### config.mk
export PLATFORM = sky130hd
export DESIGN_NAME = lbst_ctrl
export DESIGN_NICKNAME = d
export VERILOG_FILES = /design/src/hw/rtl/lbst_pkg.sv /design/src/hw/rtl/lbst_ctrl.sv
export SDC_FILE = /design/constraint.sdc
export NUM_CORES = 1
export LEC_CHECK = 0
export CORE_MARGIN = 5
export CORE_UTILIZATION = 30
export DETAILED_ROUTE_END_ITERATION = 10
export DONT_BUFFER_PORTS = 1
export SYNTH_ARGS = -nofsm -noshare
export SYNTH_HDL_FRONTEND = slang
export SYNTH_SLANG_ARGS = --single-unit
### constraint.sdc
create_clock -name clk -period 2.75 [get_ports clk]
set_clock_uncertainty 0.2 [all_clocks]
set_input_delay 0.275 -clock clk [delete_from_list [all_inputs] [get_ports clk]]
set_output_delay 0.275 -clock clk [all_outputs]
set_load 0.02 [all_outputs]
### src/hw/rtl/lbst_pkg.sv
// Package for the L1-bound soft-threshold projection: widths, beat types, codes and FSM types.
`default_nettype none
package lbst_pkg;

    localparam int LBST_MAX_LEN = 64;

    localparam int SAMPLE_W   = 24;
    localparam int PROJ_W     = 18;
    localparam int POS_W      = 6;
    localparam int TGT_W      = 20;
    localparam int TOL_W      = 16;
    localparam int ITER_W     = 10;
    localparam int CFG_W      = 20;
    localparam int CFG_IDX_W  = 2;
    localparam int Q_W        = 17;
    localparam int L1_W       = 23;
    localparam int ERR_W      = 25;
    localparam int PROD_W     = 48;
    localparam int SUM_W      = 54;
    localparam int ROOT_W     = 28;
    localparam int REM_W      = 28;
    localparam int DVD_W      = 41;
    localparam int DIV_STEPS  = 17;
    localparam int SH_W       = 5;

    localparam logic [TGT_W-1:0]  L1_TARGET_RST = 20'd131072;
    localparam logic [TOL_W-1:0]  TOLERANCE_RST = 16'd66;
    localparam logic [ITER_W-1:0] ITER_LIMIT_RST = 10'd100;
    localparam logic [Q_W-1:0]    Q_ONE = 17'd65536;

    localparam logic [CFG_IDX_W-1:0] CFG_L1_TARGET       = 2'd0;
    localparam logic [CFG_IDX_W-1:0] CFG_TOLERANCE       = 2'd1;
    localparam logic [CFG_IDX_W-1:0] CFG_ITERATION_LIMIT = 2'd2;

    typedef struct packed {
        logic signed [SAMPLE_W-1:0] sample;
        logic                       final_element;
    } in_beat_t;

    typedef struct packed {
        logic signed [PROJ_W-1:0] projected;
        logic [POS_W-1:0]         position;
        logic                     end_of_vector;
        logic                     not_converged;
    } out_beat_t;

    typedef enum logic [4:0] {
        ST_LOAD, ST_A_RD, ST_A_ACC, ST_A_CHK, ST_NORM, ST_B_RD, ST_B_SQ, ST_B_ACC,
        ST_SQRT, ST_C_RD, ST_C_LD, ST_C_DIV, ST_C_WR, ST_P0_CHK, ST_K_RDI, ST_K_LATI,
        ST_K_RDJ, ST_K_CNT, ST_K_EVAL, ST_BIS, ST_MID, ST_EVAL, ST_O_RD, ST_O_LD,
        ST_O_WAIT
    } state_t;

    typedef enum logic [4:0] {
        OP_LOAD, OP_A_RD, OP_A_ACC, OP_A_CHK, OP_NORM, OP_B_RD, OP_B_SQ, OP_B_ACC,
        OP_SQRT, OP_C_RD, OP_C_LD, OP_C_DIV, OP_C_WR, OP_P0_CHK, OP_K_RDI, OP_K_LATI,
        OP_K_RDJ, OP_K_CNT, OP_K_EVAL, OP_BIS, OP_MID, OP_EVAL, OP_O_RD, OP_O_LD,
        OP_O_WAIT
    } op_t;

    typedef struct packed {
        op_t  op;
        logic phase;
    } lbst_cmd_t;

    typedef struct packed {
        logic load_done;
        logic last;
        logic m_zero;
        logic norm_done;
        logic sqrt_last;
        logic div_last;
        logic j_last;
        logic p0_go;
        logic eval_stop;
        logic out_taken;
    } lbst_status_t;

endpackage
`default_nettype wire

### src/hw/rtl/lbst_ctrl.sv
// Controller state machine that sequences loading, projection passes, selection, bisection and output.
`default_nettype none
module lbst_ctrl
    import lbst_pkg::*;
(
    input  wire logic         clk,
    input  wire logic         rst_n,
    input  wire lbst_status_t status,
    output lbst_cmd_t         cmd
);

    state_t state_reg, state_next;
    logic   phase_reg, phase_next;

    always_comb
    begin
        state_next = state_reg;
        phase_next = phase_reg;
        unique case (state_reg)
            ST_LOAD:
            begin
                if (status.load_done)
                begin
                    state_next = ST_A_RD;
                    phase_next = 1'b0;
                end
            end
            ST_A_RD:   state_next = ST_A_ACC;
            ST_A_ACC:  state_next = status.last ? ST_A_CHK : ST_A_RD;
            ST_A_CHK:
            begin
                if (status.m_zero)
                    state_next = phase_reg ? ST_EVAL : ST_P0_CHK;
                else
                    state_next = ST_NORM;
            end
            ST_NORM:   state_next = status.norm_done ? ST_B_RD : ST_NORM;
            ST_B_RD:   state_next = ST_B_SQ;
            ST_B_SQ:   state_next = ST_B_ACC;
            ST_B_ACC:  state_next = status.last ? ST_SQRT : ST_B_RD;
            ST_SQRT:   state_next = status.sqrt_last ? ST_C_RD : ST_SQRT;
            ST_C_RD:   state_next = ST_C_LD;
            ST_C_LD:   state_next = ST_C_DIV;
            ST_C_DIV:  state_next = status.div_last ? ST_C_WR : ST_C_DIV;
            ST_C_WR:
            begin
                if (status.last)
                    state_next = phase_reg ? ST_EVAL : ST_P0_CHK;
                else
                    state_next = ST_C_RD;
            end
            ST_P0_CHK: state_next = status.p0_go ? ST_K_RDI : ST_O_RD;
            ST_K_RDI:  state_next = ST_K_LATI;
            ST_K_LATI: state_next = ST_K_RDJ;
            ST_K_RDJ:  state_next = ST_K_CNT;
            ST_K_CNT:  state_next = status.j_last ? ST_K_EVAL : ST_K_RDJ;
            ST_K_EVAL: state_next = status.last ? ST_BIS : ST_K_RDI;
            ST_BIS:    state_next = ST_MID;
            ST_MID:
            begin
                state_next = ST_A_RD;
                phase_next = 1'b1;
            end
            ST_EVAL:   state_next = status.eval_stop ? ST_O_RD : ST_MID;
            ST_O_RD:   state_next = ST_O_LD;
            ST_O_LD:   state_next = ST_O_WAIT;
            ST_O_WAIT:
            begin
                if (status.out_taken)
                    state_next = status.last ? ST_LOAD : ST_O_RD;
            end
            default:   state_next = ST_LOAD;
        endcase
    end

    always_comb
    begin
        cmd.phase = phase_reg;
        unique case (state_reg)
            ST_LOAD:   cmd.op = OP_LOAD;
            ST_A_RD:   cmd.op = OP_A_RD;
            ST_A_ACC:  cmd.op = OP_A_ACC;
            ST_A_CHK:  cmd.op = OP_A_CHK;
            ST_NORM:   cmd.op = OP_NORM;
            ST_B_RD:   cmd.op = OP_B_RD;
            ST_B_SQ:   cmd.op = OP_B_SQ;
            ST_B_ACC:  cmd.op = OP_B_ACC;
            ST_SQRT:   cmd.op = OP_SQRT;
            ST_C_RD:   cmd.op = OP_C_RD;
            ST_C_LD:   cmd.op = OP_C_LD;
            ST_C_DIV:  cmd.op = OP_C_DIV;
            ST_C_WR:   cmd.op = OP_C_WR;
            ST_P0_CHK: cmd.op = OP_P0_CHK;
            ST_K_RDI:  cmd.op = OP_K_RDI;
            ST_K_LATI: cmd.op = OP_K_LATI;
            ST_K_RDJ:  cmd.op = OP_K_RDJ;
            ST_K_CNT:  cmd.op = OP_K_CNT;
            ST_K_EVAL: cmd.op = OP_K_EVAL;
            ST_BIS:    cmd.op = OP_BIS;
            ST_MID:    cmd.op = OP_MID;
            ST_EVAL:   cmd.op = OP_EVAL;
            ST_O_RD:   cmd.op = OP_O_RD;
            ST_O_LD:   cmd.op = OP_O_LD;
            ST_O_WAIT: cmd.op = OP_O_WAIT;
            default:   cmd.op = OP_LOAD;
        endcase
    end

    always_ff @(posedge clk or negedge rst_n)
    begin
        if (!rst_n)
        begin
            state_reg <= ST_LOAD;
            phase_reg <= 1'b0;
        end
        else
        begin
            state_reg <= state_next;
            phase_reg <= phase_next;
        end
    end

endmodule
`default_nettype wire

==> flow_summary.toml <==
[clock_tree]
clk_pin_slew_ns = 0.04
cts_sinks = 6
cts_buffers = 3
cts-htree-levels = 1
worstSkewPairLatency_ns = 0.24
clockRootBuffer = "clkbuf_4"
cts_tree = "done"
cts_resized = 0
max-clock-path-buffers = 2

[detailed_routing]
detail-route-antenna-nets = 0
drt_pass1_iterations = 4
vias_per_cell = 6.10
drc_errors = 0
avgRoutedWirePerCell_um = 16.6
drt_iter0_markers = 25
drt_wl_total_um = 2070
vias = 763

[floorplanning]
core_area_sq_um = 2520
die_w_um = 61.9
io_pins = 18
die_area_sq_um = 3830
initial_core_util_pct = 32.0
row_count = 18
die_h_um = 61.9

[yosys]
synth_area_per_cell_sq_um = 7.76
synth_edf_count = 0
synthFlopType = "dfrtp_1"
synth_seq_cells = 6
async_reset_ff_share_pct = 100
synth_nets = 116
netlist_instances = 104
synth_area_sq_um = 807
yosysSeqAreaShare_pct = 18.6
yosysUniqueCellTypes = 46
synth_warnings = 0

[sta]
worst_pin_slew_ns = 0.769
setup_viol = 0
relSlewSlack_pct = 48.7
drv_slew = 0
fin_crit_sh_pct = 82.1
hold_slack_ns = 0.0858
min_period_ns = 2.26
max_freq_mhz = 443
rsz0062_at_grt = "false"
final_hold_viol_count = 0
fin_tns_setup_ns = 0

[power]
ir_drop_v = 0.000751
cellPowerDensity_nw_per_um2 = 1220
p_leak_nw = 0.280

[cells_and_area]
instances_no_fill = 125
syn_to_final_growth_pct = -2.48
fillCellCount = 292
finalNetCount = 109
diodes = 0
largest_reg_flops = 5
drive_gt1_share_pct = 10.5
final_cell_mix = "nor2_1, a21oi_1, nand2_1, dfrtp_1, nand2b_1"

[global_routing]
antenna_found_initial = 0
grt_pass1_wl_um = 3370
grt.total_usage_pct = 11.5
grt-ovfl-total = 0
first_global_vias = 762
grt_max_degree = 28

[placement]
placed_cells = 121
io_buffers = 0
gp_congestion = 0.833
dp_hpwl_um = 1510

[flow_run]
maxCapViolCount = 0

[hold_path]
hp-class = "in -> reg"

[worst_setup_path]
path_max_fanout = 27
worstSetupStartpointType = "flop"
critPathArrivalTime_ns = 1.78
required_ns = 2.28
crit_type = "reg -> out"
endpoint_kind = "output port"

[status]
status = "finished clean"
cells in the mapped netlist (2+ instances only):
| master | count | share of area [%] |
|---|---|---|
| a21oi_1 | 7 | 4.3 |
| nor2_1 | 7 | 3.3 |
| buf_2 | 6 | 3.7 |
| dfrtp_1 | 6 | 19 |
| nand2_1 | 6 | 2.8 |
| buf_4 | 5 | 4.7 |
| nand2b_1 | 5 | 3.9 |
| and2_1 | 4 | 3.1 |
| inv_1 | 4 | 1.9 |
| o21ai_0 | 4 | 2.5 |
| a31oi_1 | 3 | 2.3 |
| nor3_1 | 3 | 1.9 |
| a21o_1 | 2 | 1.9 |
| a221o_1 | 2 | 2.5 |
| a32oi_1 | 2 | 2.2 |
| nand3b_1 | 2 | 1.9 |
| nor2b_1 | 2 | 1.6 |
| nor3b_1 | 2 | 1.9 |
| o21a_1 | 2 | 1.9 |
| o22a_1 | 2 | 2.2 |
| o22ai_1 | 2 | 1.6 |
| o32ai_1 | 2 | 2.2 |
layer usage:
layer / wire length (um) / global-route usage (%) / vias up
met1: 888 / 14.1 / 358
met3: 189 / 4.75 / 0
met4: 0 / 0.909 / 0
met2: 993 / 19.7 / 31
li1: - / - / 374
met5: 0 / 0 / -
worst max-delay path: stages, from the launching register on:
cell and delay, ns:
dfrtp_1 0.83, inv_1 0.27, nor2_1 0.43
through the flow:
step	worst slack (ns)	total power, W	util [%]	cell area, sq um
6_report	0.493	0.000957	31.2	787
5_1_grt	0.355	0.00104	31.2	787
4_1_cts	0.489	0.000966	31.2	787
3_5_place_dp	0.637	0.000879	29.9	754
3_3_place_gp	0.675	0.000859	29.9	754
2_1_floorplan	1.04	0.000851	-	807
report_power, final:
group | internal (W) | switching, W
Sequential | 0.000124 | 0.000207
Clock | 0.0000493 | 0.0000316
Combinational | 0.000262 | 0.000282
Total | 0.000436 | 0.000521
cell families after synthesis:
logic type | count (synthesis) | synth area share, %
simple gates | 37 | 26.0
buf+inv | 18 | 14.0
flops | 6 | 18.6
compound gates | 41 | 38.9
xor+xnor | 1 | 1.09
mux | 1 | 1.40
what timing repair did:
| item | 4_1_cts | 5_1_grt |
|---|---|---|
| hold endpoints to repair | 6 | 0 |
| setup buffers | 0 | 0 |
| hold buffers | 1 | 0 |
cell type report:
type / count / area (sq um) / area share [%]
clock buffers: 3 / 22.5 / 2.86
inverters: 4 / 15.0 / 1.91
multi-input cells: 80 / 544 / 69.2
flip-flops and latches: 6 / 150 / 19.1
well taps: 30 / 37.5 / 4.77
repair buffers: 2 / 17.5 / 2.23
worst paths after layout:
kind                       slack (ns)          from  cells after the start           end
min in group asynchronous        0.14         rst_n                      1  state_reg[3]
setup / recovery                 0.49  state_reg[2]                      2        cmd[3]
hold / removal                   0.09     status[9]                      2  state_reg[2]
max in group asynchronous        1.99         rst_n                      1  state_reg[0]
setup reg to reg                 0.63  state_reg[1]                      4  state_reg[3]
hold reg to reg                  0.53     phase_reg                      2     phase_reg
Note: power is estimated with default switching activity, not from simulation.
